==> config.mk <==
export PLATFORM = sky130hd
export DESIGN_NAME = servo_sweep_obstacle_scanner_core
export DESIGN_NICKNAME = d
export VERILOG_FILES = /design/src/rtl/ssos_pkg.sv /design/src/rtl/ssos_step.sv /design/src/rtl/servo_sweep_obstacle_scanner_core.sv
export SDC_FILE = /design/constraint.sdc
export NUM_CORES = 1
export LEC_CHECK = 0
export BUFFER_PORTS_ARGS = -buffer_cell sky130_fd_sc_hd__buf_4
export CORE_UTILIZATION = 45
export CTS_CLUSTER_SIZE = 30
export DETAILED_ROUTE_END_ITERATION = 8
export PLACE_DENSITY = 0.75
export SLEW_MARGIN = 40
export SYNTH_ARGS = -nofsm -noshare
export SYNTH_HDL_FRONTEND = slang
export SYNTH_SLANG_ARGS = --single-unit
==> constraint.sdc <==
create_clock -name clk -period 9.63 [get_ports clk]
set_input_delay 1.926 -clock clk [delete_from_list [all_inputs] [get_ports clk]]
set_output_delay 1.926 -clock clk [all_outputs]
set_load 0.02 [all_outputs]
==> src/rtl/ssos_pkg.sv <==
package ssos_pkg;

	// Default width of the distance path
	localparam int DIST_W_DEF = 12;

	// Register widths fixed by the register map
	localparam int ANGLE_W  = 8;
	localparam int TICK_W   = 8;
	localparam int MARGIN_W = 8;
	localparam int CLEAR_W  = 12;
	localparam int CFG_IDX_W  = 3;
	localparam int CFG_DATA_W = 12;

	// Register indexes
	localparam logic [CFG_IDX_W-1:0] CFG_CENTER = 3'd0;
	localparam logic [CFG_IDX_W-1:0] CFG_LEFT   = 3'd1;
	localparam logic [CFG_IDX_W-1:0] CFG_RIGHT  = 3'd2;
	localparam logic [CFG_IDX_W-1:0] CFG_SETTLE = 3'd3;
	localparam logic [CFG_IDX_W-1:0] CFG_MARGIN = 3'd4;
	localparam logic [CFG_IDX_W-1:0] CFG_CLEAR  = 3'd5;

	// Register reset values
	localparam logic [ANGLE_W-1:0]  CENTER_RST = 8'd90;
	localparam logic [ANGLE_W-1:0]  LEFT_RST   = 8'd145;
	localparam logic [ANGLE_W-1:0]  RIGHT_RST  = 8'd35;
	localparam logic [TICK_W-1:0]   SETTLE_RST = 8'd15;
	localparam logic [MARGIN_W-1:0] MARGIN_RST = 8'd10;
	localparam logic [CLEAR_W-1:0]  CLEAR_RST  = 12'd25;

	localparam logic [TICK_W-1:0] TICK_MAX = '1;

	// Direction codes
	localparam logic [2:0] DIR_NONE    = 3'd0;
	localparam logic [2:0] DIR_LEFT    = 3'd1;
	localparam logic [2:0] DIR_RIGHT   = 3'd2;
	localparam logic [2:0] DIR_BLOCKED = 3'd3;
	localparam logic [2:0] DIR_UNKNOWN = 3'd4;

	typedef enum logic [3:0] {
		PH_IDLE   = 4'd0,
		PH_C_MOVE = 4'd1,
		PH_C_WAIT = 4'd2,
		PH_C_SAMP = 4'd3,
		PH_L_MOVE = 4'd4,
		PH_L_WAIT = 4'd5,
		PH_L_SAMP = 4'd6,
		PH_R_MOVE = 4'd7,
		PH_R_WAIT = 4'd8,
		PH_R_SAMP = 4'd9,
		PH_RETURN = 4'd10,
		PH_DONE   = 4'd11
	} phase_t;

	// Reported phase for the complete hold
	localparam logic [3:0] PHASE_SHOWN_DONE = 4'd10;

	typedef struct packed {
		logic [ANGLE_W-1:0]  center_angle;
		logic [ANGLE_W-1:0]  left_angle;
		logic [ANGLE_W-1:0]  right_angle;
		logic [TICK_W-1:0]   settle_ticks;
		logic [MARGIN_W-1:0] side_margin;
		logic [CLEAR_W-1:0]  min_clear;
	} cfg_t;

	typedef struct packed {
		phase_t             phase;
		logic [TICK_W-1:0]  settle_count;
		logic [ANGLE_W-1:0] servo_cmd;
		logic               active;
		logic               complete;
		logic [2:0]         dir_code;
	} ctrl_t;

endpackage

==> src/rtl/ssos_step.sv <==
// Next state of the scanner for one tick
module ssos_step import ssos_pkg::*; #(
	parameter int DISTANCE_WIDTH = DIST_W_DEF
) (
	input  cfg_t                      cfg,
	input  ctrl_t                     ctrl_q,
	input  logic [DISTANCE_WIDTH-1:0] dist_q [3],
	input  logic                      ok_q [3],
	input  logic                      holding,
	input  logic                      reading_valid,
	input  logic [DISTANCE_WIDTH-1:0] reading_cm,
	output ctrl_t                     ctrl_d,
	output logic [DISTANCE_WIDTH-1:0] dist_d [3],
	output logic                      ok_d [3]
);

	localparam int CMP_W = (DISTANCE_WIDTH > CLEAR_W) ? DISTANCE_WIDTH : CLEAR_W;

	logic [DISTANCE_WIDTH-1:0] sample;
	logic [TICK_W-1:0]         tick_inc;
	logic                      settled;
	phase_t                    phase_nx;
	logic [TICK_W-1:0]         settle_nx;
	logic [ANGLE_W-1:0]        servo_nx;
	logic                      active_nx;
	logic                      complete_nx;
	logic [2:0]                dir_nx;
	logic [2:0]                dir_pick;
	logic [DISTANCE_WIDTH:0]   l_ext, r_ext, l_sum, r_sum;
	logic                      l_low, r_low;

	assign sample   = reading_valid ? reading_cm : '0;
	assign tick_inc = (ctrl_q.settle_count < TICK_MAX) ? ctrl_q.settle_count + 1'b1
	                                                   : ctrl_q.settle_count;
	assign settled  = (tick_inc >= cfg.settle_ticks);

	// Direction from the left capture and the right sample taken this tick
	assign l_ext = {1'b0, dist_q[1]};
	assign r_ext = {1'b0, sample};
	assign l_sum = l_ext + (DISTANCE_WIDTH+1)'(cfg.side_margin);
	assign r_sum = r_ext + (DISTANCE_WIDTH+1)'(cfg.side_margin);
	assign l_low = CMP_W'(dist_q[1]) < CMP_W'(cfg.min_clear);
	assign r_low = CMP_W'(sample) < CMP_W'(cfg.min_clear);

	always_comb begin
		if (!ok_q[1] || !reading_valid) begin
			dir_pick = DIR_UNKNOWN;
		end else if (l_low && r_low) begin
			dir_pick = DIR_BLOCKED;
		end else if (l_ext >= r_sum) begin
			dir_pick = DIR_LEFT;
		end else if (r_ext >= l_sum) begin
			dir_pick = DIR_RIGHT;
		end else begin
			dir_pick = DIR_UNKNOWN;
		end
	end

	// Phase sequencing and settle counter
	always_comb begin
		phase_nx  = ctrl_q.phase;
		settle_nx = ctrl_q.settle_count;
		if (!holding) begin
			phase_nx  = PH_IDLE;
			settle_nx = '0;
		end else begin
			case (ctrl_q.phase)
				PH_IDLE: begin
					phase_nx  = PH_C_MOVE;
					settle_nx = '0;
				end
				PH_C_MOVE: begin
					phase_nx  = PH_C_WAIT;
					settle_nx = '0;
				end
				PH_L_MOVE: begin
					phase_nx  = PH_L_WAIT;
					settle_nx = '0;
				end
				PH_R_MOVE: begin
					phase_nx  = PH_R_WAIT;
					settle_nx = '0;
				end
				PH_C_WAIT, PH_L_WAIT, PH_R_WAIT: begin
					if (settled) begin
						settle_nx = '0;
						case (ctrl_q.phase)
							PH_C_WAIT: phase_nx = PH_C_SAMP;
							PH_L_WAIT: phase_nx = PH_L_SAMP;
							default:   phase_nx = PH_R_SAMP;
						endcase
					end else begin
						settle_nx = tick_inc;
					end
				end
				PH_C_SAMP: begin
					phase_nx  = PH_L_MOVE;
					settle_nx = '0;
				end
				PH_L_SAMP: begin
					phase_nx  = PH_R_MOVE;
					settle_nx = '0;
				end
				PH_R_SAMP: begin
					phase_nx  = PH_RETURN;
					settle_nx = '0;
				end
				PH_RETURN: begin
					phase_nx  = PH_DONE;
					settle_nx = '0;
				end
				default: ;
			endcase
		end
	end

	// Servo command, flags and captures
	always_comb begin
		servo_nx    = ctrl_q.servo_cmd;
		active_nx   = ctrl_q.active;
		complete_nx = ctrl_q.complete;
		dir_nx      = ctrl_q.dir_code;
		dist_d      = dist_q;
		ok_d        = ok_q;
		if (!holding) begin
			servo_nx    = cfg.center_angle;
			active_nx   = 1'b0;
			complete_nx = 1'b0;
			dir_nx      = DIR_NONE;
			dist_d      = '{default: '0};
			ok_d        = '{default: 1'b0};
		end else begin
			case (ctrl_q.phase)
				PH_IDLE: begin
					active_nx   = 1'b1;
					complete_nx = 1'b0;
					dir_nx      = DIR_NONE;
					dist_d      = '{default: '0};
					ok_d        = '{default: 1'b0};
				end
				PH_C_MOVE: servo_nx = cfg.center_angle;
				PH_L_MOVE: servo_nx = cfg.left_angle;
				PH_R_MOVE: servo_nx = cfg.right_angle;
				PH_C_WAIT, PH_L_WAIT, PH_R_WAIT: ;
				PH_C_SAMP: begin
					dist_d[0] = sample;
					ok_d[0]   = reading_valid;
				end
				PH_L_SAMP: begin
					dist_d[1] = sample;
					ok_d[1]   = reading_valid;
				end
				PH_R_SAMP: begin
					dist_d[2] = sample;
					ok_d[2]   = reading_valid;
					dir_nx    = dir_pick;
				end
				PH_RETURN: begin
					servo_nx    = cfg.center_angle;
					complete_nx = 1'b1;
					active_nx   = 1'b0;
				end
				default: servo_nx = cfg.center_angle;
			endcase
		end
	end

	assign ctrl_d = '{phase:        phase_nx,
	                  settle_count: settle_nx,
	                  servo_cmd:    servo_nx,
	                  active:       active_nx,
	                  complete:     complete_nx,
	                  dir_code:     dir_nx};

endmodule

==> src/rtl/servo_sweep_obstacle_scanner_core.sv <==
// Servo sweep obstacle scanner.
//
// Input channel (in_valid / in_stall): one word per control tick carrying
// holding, reading_valid and reading_cm. While holding is high the block
// steps the servo through center, left and right, waits settle_ticks at each
// position, captures the distance and then recommends a direction.
// Output channel (out_valid / out_stall): one word per input word with the
// servo target, phase, flags, direction and the three captures as they
// stand after that tick.
// Configuration (cfg_valid / cfg_ready / cfg_index / cfg_data): cfg_ready is
// always high; angle and tick registers take the low 8 bits of cfg_data.
// From input accept to result a word passes the input register, then the
// tick logic updates the state register, which is also the result register.
// Throughput is one word per cycle while the receiver does not stall.
// Reset clears the scan state to idle with the servo at 90 degrees and the
// registers to their defaults; no word is pending after reset.
// When the receiver stalls a valid result, the result holds, a word in the input
// register stays there and in_stall rises, so at most one word waits on each side.
module servo_sweep_obstacle_scanner_core import ssos_pkg::*; #(
	parameter int DISTANCE_WIDTH = DIST_W_DEF
) (
	input  logic                      clk,
	input  logic                      arst_n,
	// configuration
	input  logic                      cfg_valid,
	output logic                      cfg_ready,
	input  logic [CFG_IDX_W-1:0]      cfg_index,
	input  logic [CFG_DATA_W-1:0]     cfg_data,
	// input channel
	input  logic                      in_valid,
	output logic                      in_stall,
	input  logic                      holding,
	input  logic                      reading_valid,
	input  logic [DISTANCE_WIDTH-1:0] reading_cm,
	// output channel
	output logic                      out_valid,
	input  logic                      out_stall,
	output logic [ANGLE_W-1:0]        servo_target,
	output logic [3:0]                scan_phase,
	output logic                      scan_active,
	output logic                      scan_complete,
	output logic [2:0]                direction,
	output logic [DISTANCE_WIDTH-1:0] center_cm,
	output logic                      center_ok,
	output logic [DISTANCE_WIDTH-1:0] left_cm,
	output logic                      left_ok,
	output logic [DISTANCE_WIDTH-1:0] right_cm,
	output logic                      right_ok
);

	cfg_t                      cfg_q;
	ctrl_t                     ctrl_q, ctrl_d;
	logic [DISTANCE_WIDTH-1:0] dist_q [3];
	logic [DISTANCE_WIDTH-1:0] dist_d [3];
	logic                      ok_q [3];
	logic                      ok_d [3];
	logic                      valid_s1;
	logic                      holding_s1;
	logic                      rvalid_s1;
	logic [DISTANCE_WIDTH-1:0] rcm_s1;
	logic                      out_valid_q;
	logic                      advance;

	// Configuration registers
	assign cfg_ready = 1'b1;

	always_ff @(posedge clk or negedge arst_n) begin
		if (!arst_n) begin
			cfg_q.center_angle <= CENTER_RST;
			cfg_q.left_angle   <= LEFT_RST;
			cfg_q.right_angle  <= RIGHT_RST;
			cfg_q.settle_ticks <= SETTLE_RST;
			cfg_q.side_margin  <= MARGIN_RST;
			cfg_q.min_clear    <= CLEAR_RST;
		end else if (cfg_valid && cfg_ready) begin
			case (cfg_index)
				CFG_CENTER: cfg_q.center_angle <= cfg_data[ANGLE_W-1:0];
				CFG_LEFT:   cfg_q.left_angle   <= cfg_data[ANGLE_W-1:0];
				CFG_RIGHT:  cfg_q.right_angle  <= cfg_data[ANGLE_W-1:0];
				CFG_SETTLE: cfg_q.settle_ticks <= cfg_data[TICK_W-1:0];
				CFG_MARGIN: cfg_q.side_margin  <= cfg_data[MARGIN_W-1:0];
				CFG_CLEAR:  cfg_q.min_clear    <= cfg_data[CLEAR_W-1:0];
				default: ;
			endcase
		end
	end

	// Handshake: the tick advances when the result slot is free or being taken
	assign advance  = valid_s1 && (!out_valid_q || !out_stall);
	assign in_stall = valid_s1 && out_valid_q && out_stall;

	// Input register
	always_ff @(posedge clk or negedge arst_n) begin
		if (!arst_n) begin
			valid_s1 <= 1'b0;
		end else if (!in_stall) begin
			valid_s1 <= in_valid;
		end
	end

	always_ff @(posedge clk) begin
		if (in_valid && !in_stall) begin
			holding_s1 <= holding;
			rvalid_s1  <= reading_valid;
			rcm_s1     <= reading_cm;
		end
	end

	ssos_step #(
		.DISTANCE_WIDTH(DISTANCE_WIDTH)
	) u_step (
		.cfg          (cfg_q),
		.ctrl_q       (ctrl_q),
		.dist_q       (dist_q),
		.ok_q         (ok_q),
		.holding      (holding_s1),
		.reading_valid(rvalid_s1),
		.reading_cm   (rcm_s1),
		.ctrl_d       (ctrl_d),
		.dist_d       (dist_d),
		.ok_d         (ok_d)
	);

	// Scan state, which doubles as the result register
	always_ff @(posedge clk or negedge arst_n) begin
		if (!arst_n) begin
			ctrl_q.phase        <= PH_IDLE;
			ctrl_q.settle_count <= '0;
			ctrl_q.servo_cmd    <= CENTER_RST;
			ctrl_q.active       <= 1'b0;
			ctrl_q.complete     <= 1'b0;
			ctrl_q.dir_code     <= DIR_NONE;
			dist_q              <= '{default: '0};
			ok_q                <= '{default: 1'b0};
		end else if (advance) begin
			ctrl_q <= ctrl_d;
			dist_q <= dist_d;
			ok_q   <= ok_d;
		end
	end

	always_ff @(posedge clk or negedge arst_n) begin
		if (!arst_n) begin
			out_valid_q <= 1'b0;
		end else if (advance) begin
			out_valid_q <= 1'b1;
		end else if (!out_stall) begin
			out_valid_q <= 1'b0;
		end
	end

	// Result fields
	assign out_valid     = out_valid_q;
	assign servo_target  = ctrl_q.servo_cmd;
	assign scan_phase    = (ctrl_q.phase == PH_DONE) ? PHASE_SHOWN_DONE : ctrl_q.phase;
	assign scan_active   = ctrl_q.active;
	assign scan_complete = ctrl_q.complete;
	assign direction     = ctrl_q.dir_code;
	assign center_cm     = dist_q[0];
	assign center_ok     = ok_q[0];
	assign left_cm       = dist_q[1];
	assign left_ok       = ok_q[1];
	assign right_cm      = dist_q[2];
	assign right_ok      = ok_q[2];

	// Checks
	a_flags_exclusive: assert property (@(posedge clk) disable iff (!arst_n)
		!(ctrl_q.active && ctrl_q.complete))
		else $error("scan active and complete at once");

	a_idle_clear: assert property (@(posedge clk) disable iff (!arst_n)
		(ctrl_q.phase == PH_IDLE) |-> (!ctrl_q.active && !ctrl_q.complete))
		else $error("flags set while idle");

	a_dir_late: assert property (@(posedge clk) disable iff (!arst_n)
		(ctrl_q.dir_code != DIR_NONE) |->
			(ctrl_q.phase == PH_RETURN || ctrl_q.phase == PH_DONE))
		else $error("direction set before the right capture");

	a_release_idles: assert property (@(posedge clk) disable iff (!arst_n)
		(advance && !holding_s1) |=> (ctrl_q.phase == PH_IDLE && ctrl_q.dir_code == DIR_NONE))
		else $error("hold release did not idle the scan");

	a_stall_pending: assert property (@(posedge clk) disable iff (!arst_n)
		in_stall |-> (valid_s1 && out_valid_q))
		else $error("input stalled with nothing pending");

endmodule

== Word level (Yosys, flattened, before mapping) ==
Cells that the tools add are included.

* Bitwise logic cells: 0
* Shift-type cells: 0
* Reductions and logical operators: 30
* Multiplexer cells: 32
* Div/mod/pow operators: 0
* Equality and inequality tests: 25
* Order comparisons: 6
* Add/sub/neg operators: 3
* Multipliers: 0

{| class="wikitable"
|+ Operator list
! kind !! number
|-
| one-hot mux 12 bit (2 select lines) || 3
|-
| two-way mux 36 bit || 1
|-
| one-hot mux 4 bit (9 select lines) || 1
|-
| two-way mux 8 bit || 4
|-
| adder 12 x 8 -> 13 bit || 2
|-
| greater-or-equal comparator 12 x 13 -> 1 bit || 2
|-
| less-than comparator 12 bit || 2
|-
| one-hot mux 8 bit (3 select lines) || 1
|-
| AND reduction 2 bit || 12
|-
| two-way mux 3 bit || 6
|-
| == test 4 x 3 -> 1 bit (second input constant) || 4
|-
| == test 4 bit (second input constant) || 4
|-
| one-hot mux 8 bit (2 select lines) || 1
|-
| two-way mux 12 bit || 1
|-
| two-way mux 4 bit || 3
|-
| != test 3 x 1 -> 1 bit (second input constant) || 4
|-
| != test 10 x 1 -> 1 bit (second input constant) || 1
|-
| one-hot mux 1 bit (2 select lines) || 5
|-
| adder 8 x 1 -> 8 bit (second input constant) || 1
|-
| == test 4 x 2 -> 1 bit (second input constant) || 2
|-
| greater-or-equal comparator 8 bit || 1
|-
| less-than comparator 8 bit (second input constant) || 1
|-
| one-hot mux 4 bit (2 select lines) || 1
|-
| OR reduction 8 bit || 1
|-
| 17 further kinds || 32
|}

* Output and inout bits: 59
* Logic and storage cells: 119
* Memories: 0
* Bits in latches: 0
* Bits in writable memories: 0
* Memory bits (read-only): 0
* Input bits: 34
* Flip-flop bits (word level): 132

== Depth between registers and ports, before layout ==
Gate-level depths: netlist of the first run.

* Word-level depth: 8
* Gate-level depth with buffers: 22
* Gate-level depth less buffers: 19

== By module ==
Synthesis of the first run repeated with hierarchy kept, for this count alone.

* Cell total of the unflattened synthesis: 841
* Area, all modules: 8809.7 sq um

{| class="wikitable"
|+ Modules (own cells, without submodules)
! module !! times used !! area each (sq um) !! cells an instance !! sequential area each (sq um)
|-
| servo_sweep_obstacle_scanner_core || 1 || 5013.6 || 289 || 3402.0
|-
| ssos_step || 1 || 3796.1 || 552 || 0.0
|}

== Worst setup path after synthesis of the first run ==
OpenSTA, ideal clock, no wires.

* Path type: input port to output port
* Start: input out_stall
* End: output in_stall
* Stages: 2
* Data required time: 7.704 ns
* Arrival: 2.175 ns
* Slack: 5.529 ns
* Buffers on the path: 0
* Path through: nand3_1 inv_1

* Cells in the longest elaborated chain, start to end: 1

{| class="wikitable"
|+ RTL lines
! item !! RTL line !! source
|-
| from (decl) || servo_sweep_obstacle_scanner_core.sv:37 || <nowiki>input logic out_stall,</nowiki>
|-
| logical AND 1 bit || servo_sweep_obstacle_scanner_core.sv:90 || <nowiki>assign in_stall = valid_s1 && out_valid_q && out_stall;</nowiki>
|-
| to (decl) || servo_sweep_obstacle_scanner_core.sv:31 || <nowiki>output logic in_stall,</nowiki>
|}

Every way passes these cells.

== Final worst setup path of the first run ==
Ends and elaborated chain as after synthesis.

==> results.cfg, run 1 <==
[timing]
max-slew-margin-rel = 0.482
worstMarginPinSlew_ps = 774
period_needed_ps = 4270
skew_ps = 8.70
rsz0062_at_grt = no
hold_slack_ps = 477
setup_tns_ps = 0
fin_ws_ps = 5360
fmax_ghz = 0.234
setup_viol = 0
drv_slew = 0
hold_viol = 0
finalCritPeriodShare = 0.443

[synth]
yosysTopAreaCell = dfrtp_1
synth_top_area_share = 0.297
yosysUniqueCellTypes = 71
yosys_most_used_dff = dfrtp_1
yosysWarnings = 0
async_flop_share = 0.894
yosysMostFrequentCell = dfrtp_1
synth.avg_cell_area_sq_um = 10.3
syn_inst = 778
synth_area_sq_um = 8000
synth_seq_cells = 132
synth_common_cells = 95 x dfrtp_1, 63 x ha_1, 52 x nand2_1, 45 x inv_1
synth_edf_count = 14
seq_area_frac_synth = 0.426
ys_top_cells_by_area = dfrtp_1 30%, ha_1 9.9%, dfstp_2 7.6%
synth_nets = 876

[grt]
use_met1 = 0.279
grt_util_all_layers = 0.223
grt_pass1_vias = 6087
grt_use_met2 = 0.383
grtUsageMet3 = 0.0415
antenna_found_initial = 0
grt_pass1_wl_um = 31500
grt_max_degree = 63
grt-ovfl-total = 0
grt-busiest-layer = met2

[critical_path]
crit_path_start_kind = primary input
worstSetupPathType = in -> out
crit_fanout = 3
worstPathRequired_ps = 7700
cp.arrival_ps = 2340
end_kind = output pin

[placed_design]
dp_hpwl_um = 13700
dp_slack_ps = 5360
gp_congestion = 0.872
port-buffer-count = 91
place_inst = 1049

[floorplan]
num_io_pins = 93
core_sq_um = 17300
rows = 48
die_w_um = 135
start_util = 0.462
die_area_sq_um = 18300
die_h_um = 135

[layout]
antenna_cells = 0
final_cells = 1081
final_core_util = 0.542
synthToLayoutAreaGrowth_pct = 17.3
num-nets-final = 941
layout-drive-gt1-share = 0.258

[clock_network]
postCtsSetupBuffers = 0
ctsResizeCount = 0
cts-root-buf = clkbuf_16
clk_latency_ps = 430
cts_num_sinks = 132
cts_buffers = 17
htreeDepth = 4
cts_hold_buffers = 0
cts_tree = yes
cts_buffer_depth = 2
path_clk_slew_ps = 60

[power]
vdd_drop_max_uv = 145
p_per_area_nw_per_um2 = 213
power.static_leakage_nw = 4.41

[drt]
drtAntennaViolNets = 0
vias = 6208
drt-initial-drc-count = 444
wirelength_um = 19300
wl_per_cell_um = 17.9
drt_first_pass_iters = 4
post_drt_via_cell_ratio = 5.74
drc = 0

[worst_hold_path]
hp-class = reg -> reg

[status]
outcome = completed

[run]
maxCapViolations = 0
-- report_power, final --
group,internal [W],total (W),switching (W)
clock network,0.000399,0.000658,0.000258
logic,0.000254,0.000592,0.000338
registers,0.000665,0.000744,0.0000790
total,0.00132,0.00199,0.000675
-- sequential cells by signal, indices dropped and copies added, names as in the netlist --
| name | count |
|---|---|
| right_cm | 12 |
| left_ok | 1 |
| ctrl_q | 12 |
| rvalid_s1 | 1 |
| holding_s1 | 1 |
| center_ok | 1 |
| direction | 3 |
| scan_complete | 1 |
| valid_s1 | 1 |
| rcm_s1 | 12 |
| right_ok | 1 |
| out_valid | 1 |
| cfg_q | 52 |
| scan_active | 1 |
| center_cm | 12 |
| servo_target | 8 |
| left_cm | 12 |
-- area by class of cell --
| type | instances | area [sq um] |
|---|---|---|
| inverters | 45 | 169 |
| fillers | 1501 | 7920 |
| multi-input cells | 545 | 4150 |
| clock buffers | 19 | 454 |
| flip-flops and latches | 132 | 3400 |
| repair buffers | 102 | 773 |
| well taps | 225 | 282 |
| clock inverters | 13 | 145 |
-- cell usage in the layout (no fill, tap or decap), types with 13 or more instances in the layout --
cell,instances
buf_4,100
dfrtp_1,95
ha_1,63
nand2_1,52
inv_1,45
mux2_2,43
a22o_1,43
o21ai_0,42
a21oi_1,38
nor2_1,24
a21o_1,24
dfstp_2,23
xnor2_1,20
clkbuf_16,18
nor3_1,16
nand3_1,15
a211oi_1,15
edfxtp_1,14
and2_1,13
-- critical path, stage by stage --
cell     delay [ps]
buf_4           110
nand3_1         110
inv_1            50
buf_4           150
-- through the flow --
stage                     instance area, sq um  total power, W
after floorplan                           8000         0.00118
after global placement                    8760         0.00132
after detailed placement                  8760         0.00134
after CTS                                 9360         0.00201
after global routing                      9380         0.00210
final                                     9380         0.00199
-- final timing paths --
kind | startpoint | endpoint | slack, ps | cells past startpoint
setup / recovery | out_stall | in_stall | 5360 | 4
hold / removal | center_ok | center_ok | 480 | 1
setup reg to reg | rvalid_s1 | direction[0] | 5520 | 18
hold reg to reg | center_ok | center_ok | 480 | 1
max in group asynchronous | arst_n | cfg_q[43] | 7220 | 2
min in group asynchronous | arst_n | cfg_q[9] | 1460 | 1
-- kinds of logic after synthesis --
kind of cell	after synthesis	share of synthesized area
compound gates	229	0.203
xor+xnor	31	0.0340
fa+ha+maj	66	0.104
buf+inv	101	0.0582
flops	132	0.426
mux	43	0.0606
other cells	1	0.000469
simple gates	175	0.114
-- per-layer routing --
metal  vias up  part of all wire
met4         0             0.017
met2       162              0.51
met1      3051              0.44
li1       2970                 -
met3        25             0.043
met5         -                 0
Power figures use the tool's default switching activity.
==> run 2, diff against run 1 <==
--- a/config.mk
+++ b/config.mk
@@ -5,11 +5,12 @@
 export SDC_FILE = /design/constraint.sdc
 export NUM_CORES = 1
 export LEC_CHECK = 0
+export ABC_AREA = 1
 export BUFFER_PORTS_ARGS = -buffer_cell sky130_fd_sc_hd__buf_4
 export CORE_UTILIZATION = 45
 export CTS_CLUSTER_SIZE = 30
 export DETAILED_ROUTE_END_ITERATION = 8
-export PLACE_DENSITY = 0.75
+export PLACE_DENSITY = 0.78
 export SLEW_MARGIN = 40
 export SYNTH_ARGS = -nofsm -noshare
 export SYNTH_HDL_FRONTEND = slang
==> constraint.sdc (replaced) <==
create_clock -name clk -period 3.5 [get_ports clk]
set_input_delay 0.7 -clock clk [delete_from_list [all_inputs] [get_ports clk]]
set_output_delay 0.7 -clock clk [all_outputs]
set_load 0.02 [all_outputs]
==> results.cfg, run 2 <==
[synth]
synth_common_cells = 239 x nand2_1, 107 x inv_1, 102 x o21ai_0, 95 x dfrtp_1, 63 x ha_1
yosysUniqueCellTypes = 54
synth_edf_count = 14
seq_area_frac_synth = 0.443
synth_top_area_share = 0.310
ys_top_cells_by_area = dfrtp_1 31%, nand2_1 12%, ha_1 10%
yosysWarnings = 0
synth.avg_cell_area_sq_um = 8.47
syn_inst = 906
yosysTopAreaCell = dfrtp_1
yosysMostFrequentCell = nand2_1
synth_nets = 1004
async_flop_share = 0.894
synth_area_sq_um = 7670
yosys_most_used_dff = dfrtp_1
synth_seq_cells = 132

[critical_path]
worstPathRequired_ps = 3860
cp_slowest_cell = edfxtp_1
r2r_start = rvalid_s1
crit_path_frequent_cell = nand2_1
regToRegSetupSlack_ps = 340
end_kind = flip-flop
ff2ff_path_depth = 23
crit_path_max_incr_delay_ps = 420
cp.arrival_ps = 3520
path_cells = buf_4 -> nand2_1 -> inv_1 -> nand2_1 -> a21boi_0 -> o21ai_0 -> a21o_1 -> a31oi_1 -> xor2_1 -> ha_1 -> nand2_1 -> nor2_1 -> nor3_1 -> nand2_1 -> nand2_1 -> nand2_1 -> nand2_1 -> nand2_1 -> nand2_1 -> nand3_1 -> nand2_1 -> nand2_1 -> nand2_1
crit_path_start_kind = flip-flop
crit_fanout = 12
r2r-end = direction[2]
worstSetupPathType = reg -> reg

[grt]
grt_pass1_vias = 6049
grt-ovfl-total = 0
grt_util_all_layers = 0.219
grt_max_degree = 62
grt_pass1_wl_um = 30400
antenna_found_initial = 0

[placed_design]
port-buffer-count = 91
dp_hpwl_um = 13800
gp_congestion = 0.888

[layout]
final_common_cell = nand2_1
num-nets-final = 1088
largest_reg_flops = 52
n_fill_cell = 1497
layout-drive-gt1-share = 0.187
final_cell_mix = 239 x nand2_1, 107 x inv_1, 102 x o21ai_0
antenna_cells = 0
synthToLayoutAreaGrowth_pct = 18.2
final_core_util = 0.545
regMostFlops = cfg_q

[drt]
wirelength_um = 18300
drt-initial-drc-count = 384
drtAntennaViolNets = 0
drc = 0
vias = 6335
post_drt_via_cell_ratio = 5.18
wl_per_cell_um = 15.0
drt_first_pass_iters = 6

[timing]
rsz0062_at_grt = no
fmax_ghz = 0.316
hold_viol = 0
drv_slew = 0
period_needed_ps = 3160
setup_tns_ps = 0
setup_viol = 0
worstMarginPinSlew_ps = 772
skew_ps = 8.41
finalCritPeriodShare = 0.903
max-slew-margin-rel = 0.484

[clock_network]
htreeDepth = 4
cts_buffer_depth = 2
cts-root-buf = clkbuf_16
cts_num_sinks = 132
cts_buffers = 17
clk_latency_ps = 420
path_clk_slew_ps = 60
postCtsSetupBuffers = 0
cts_tree = yes
cts_hold_buffers = 0
ctsResizeCount = 0

[run]
maxCapViolations = 0

[floorplan]
die_w_um = 133
die_area_sq_um = 17600
num_io_pins = 93
start_util = 0.461
core_sq_um = 16600
die_h_um = 133
rows = 47

[worst_hold_path]
hp-class = in -> async

[status]
outcome = completed

[power]
p_per_area_nw_per_um2 = 580
vdd_drop_max_uv = 364
power.static_leakage_nw = 4.69
p_total_w = 0.00526
-- run 2: worst max path at each step --
stage / startpoint / end / slack, ps / cells after the start
after floorplan: rvalid_s1 / direction[2] / 540 / 26
after CTS: cfg_q[13] / direction[2] / 310 / 27
after global routing: rvalid_s1 / direction[2] / 10 / 25
final: rvalid_s1 / direction[2] / 340 / 23
after global placement: cfg_q[13] / direction[2] / 450 / 27
after detailed placement: cfg_q[13] / direction[2] / 310 / 27
-- run 2: layout make-up --
class,count,area [sq um],area share
multi-input cells,630,3680,0.406
inverters,113,424,0.0467
well taps,220,275,0.0303
repair buffers,96,737,0.0812
clock buffers,20,447,0.0492
flip-flops and latches,132,3400,0.375
clock inverters,12,108,0.0119
-- run 2: cells by family after synthesis --
| logic type | after synthesis | share of synthesized area |
|---|---|---|
| adders and majority gates | 64 | 0.105 |
| xor gates and xnor gates | 20 | 0.0228 |
| other | 1 | 0.000489 |
| muxes | 9 | 0.0132 |
| AOI/OAI and AO/OA | 192 | 0.142 |
| buffers and inverters | 144 | 0.0786 |
| DFF | 132 | 0.443 |
| and+or+nand+nor | 344 | 0.194 |
-- run 2: per-layer routing --
metal / GRT usage / vias to the layer above / routed length [um]
li1: - / 3151 / -
met2: 0.346 / 176 / 8470
met3: 0.0398 / 23 / 1080
met5: 0 / - / 0
met4: 0.0805 / 0 / 326
met1: 0.301 / 2985 / 8450
-- run 2: power by group --
part	leakage, nW	internal, W	total, W	switching (W)
Sequential	1.63	0.00181	0.00198	0.000171
Combinational	2.79	0.000607	0.00161	0.00100
Clock	0.271	0.000996	0.00168	0.000679
Total	4.69	0.00341	0.00526	0.00185
-- run 2: metrics by stage --
step | setup slack, ps | cells | area [sq um] | hold WS (ps)
4_1_cts | 311 | 1223 | 9060 | 374
3_3_place_gp | 448 | 1191 | 8500 | 461
6_report | 339 | 1223 | 9070 | 250
5_1_grt | 14.7 | 1223 | 9070 | 285
3_5_place_dp | 312 | 1191 | 8500 | 468
2_1_floorplan | 542 | 906 | 7670 | 404
-- run 2: worst max-delay path, delay by kind of cell, from the launching register on --
family,cells,cell delay [ps]
simple gates,15,1100
flops,1,420
xor+xnor,1,180
buf+inv,2,300
fa+ha+maj,1,250
compound gates,4,830
==> run 3, diff against run 2 <==
--- a/config.mk
+++ b/config.mk
@@ -5,7 +5,6 @@
 export SDC_FILE = /design/constraint.sdc
 export NUM_CORES = 1
 export LEC_CHECK = 0
-export ABC_AREA = 1
 export BUFFER_PORTS_ARGS = -buffer_cell sky130_fd_sc_hd__buf_4
 export CORE_UTILIZATION = 45
 export CTS_CLUSTER_SIZE = 30
==> results.cfg, run 3 (synthesis gave the netlist of run 1 again) <==
[power]
p_comb_frac = 0.309
sequentialPowerShare = 0.368
switchingPower_w = 0.00188
vdd_drop_max_uv = 477
p_clk_frac = 0.323
swShare = 0.336
p_per_area_nw_per_um2 = 572
cell_internal_pwr_w = 0.00371
power.static_leakage_nw = 4.59

[timing]
hold_viol = 0
max-slew-margin-rel = 0.472
drv_slew = 0
period_needed_ps = 3530
fmax_ghz = 0.284
setup_viol = 1
worstMarginPinSlew_ps = 789
fin_ws_ps = -26.9
finalCritPeriodShare = 1.01
hold_slack_ps = 272
rsz0062_at_grt = yes
skew_ps = 5.41

[status]
violations = setup timing
outcome = complete, but fails checks

[clock_network]
cts-root-buf = clkbuf_16
cts_buffers = 17
clk_latency_ps = 420
cts_tree = yes
cts_num_sinks = 132
cts_buffer_depth = 2
htreeDepth = 4
path_clk_slew_ps = 60
cts_hold_buffers = 0

[layout]
final_cells = 1113
antenna_cells = 0
num-nets-final = 973
final_cell_mix = 131 x buf_4, 95 x dfrtp_1, 59 x ha_1
largest_reg_flops = 52
regMostFlops = cfg_q
n_fill_cell = 1469
final_common_cell = buf_4
synthToLayoutAreaGrowth_pct = 22.1
layout-drive-gt1-share = 0.312
final_core_util = 0.564

[critical_path]
worstPathRequired_ps = 3800
ff2ff_path_depth = 17
cp.arrival_ps = 3830
regToRegSetupSlack_ps = -30
worstSetupPathType = reg -> reg
crit_path_max_incr_delay_ps = 380
end_kind = flip-flop
cp_slowest_cell = edfxtp_1
path_cells = and2_4 -> ha_4 -> o21ai_4 -> a21o_1 -> a311o_1 -> a22oi_2 -> a41o_1 -> nand3_2 -> xnor2_1 -> nand2_1 -> ha_2 -> or3_4 -> a221oi_2 -> o21ai_2 -> o311ai_4 -> nand2b_4 -> a32o_2
crit_fanout = 6
crit_path_start_kind = flip-flop

[drt]
drtAntennaViolNets = 0
vias = 6390
post_drt_via_cell_ratio = 5.74
wl_per_cell_um = 18.3
drt_first_pass_iters = 5
drc = 0
drt-initial-drc-count = 401
wirelength_um = 20400

[grt]
grt-ovfl-total = 0
grt_pass1_vias = 6323
grt_max_degree = 78
antenna_found_initial = 0
grt_util_all_layers = 0.230
grt_pass1_wl_um = 32300

[floorplan]
core_sq_um = 17300
die_area_sq_um = 18300
start_util = 0.462
die_w_um = 135
num_io_pins = 93
rows = 48
die_h_um = 135

[placed_design]
gp_congestion = 0.873
port-buffer-count = 91
place_inst = 1074
dp_hpwl_um = 14300

[run]
maxCapViolations = 0

[worst_hold_path]
hp-class = in -> async
-- run 3: cell count changes in the layout (fill, tap and decap cells not counted), moves of 11 or more --
cell and delta:
buf_4 +37, o21ai_0 -64, mux2_2 +34, a211oi_1 +12, and2_1 +12, inv_1 -62
nand3_1 -12, a21oi_1 -11, a21o_1 +20, a22o_1 +28, nor2_1 -17, nand2_1 -189
xnor2_1 +13
-- run 3: power groups by stage --
stage | logic [W] | registers (W) | clock network, W
after global placement | 0.00162 | 0.00206 | 0
after global routing | 0.00191 | 0.00209 | 0.00189
final | 0.00173 | 0.00205 | 0.00180
after floorplan | 0.00127 | 0.00200 | 0
after CTS | 0.00170 | 0.00205 | 0.00183
after detailed placement | 0.00166 | 0.00207 | 0
-- run 3: layout make-up --
class | count | area, sq um | area share
inverter | 45 | 169 | 0.0173
tap | 225 | 282 | 0.0288
clock inverter | 14 | 161 | 0.0165
timing repair buffer | 134 | 1030 | 0.105
clock buffer | 18 | 429 | 0.0440
multi-input combinational | 545 | 4290 | 0.439
sequential | 132 | 3400 | 0.348
-- run 3: what timing repair did --
action | CTS | global route
pin swaps | 4 | 12
endpoints found under the setup margin | 3 | 4
resized for setup | 3 | 21
setup buffers | 4 | 2
-- run 3: layer usage --
metal / global-route usage / wire length [um] / up-vias
met4: 0.0762 / 460 / 0
met5: 0 / 0 / -
met1: 0.279 / 8590 / 3128
met2: 0.398 / 10200 / 185
li1: - / - / 3035
met3: 0.0542 / 1060 / 42
-- run 3: critical path, delay by kind of cell (launching register included) --
family	cells	cell delay (ps)
flip-flops	1	380
AND/OR/NAND/NOR	5	750
adder cells (fa/ha/maj)	2	380
XOR/XNOR	1	200
AO/OA/AOI/OAI	9	1700
-- run 3: per-stage QoR --
step | setup WS, ps | TNS (ps) | total power, W | instance area, sq um
floorplan | -191 | -372 | 0.00327 | 8070
CTS | 6.62 | 0 | 0.00557 | 9660
detailed placement | -44.0 | -63.0 | 0.00373 | 9020
global route | -160 | -406 | 0.00589 | 9760
global placement | 76.7 | 0 | 0.00368 | 9020
finish | -26.9 | -26.9 | 0.00558 | 9760
-- run 3: worst paths after layout --
path | end | startpoint
max reg2reg | direction[0] | rvalid_s1
max | direction[0] | rvalid_s1
min | cfg_q[10] | arst_n
min in group clk | rcm_s1[7] | reading_cm[7]
max in group asynchronous | cfg_q[28] | arst_n
min reg2reg | center_ok | center_ok
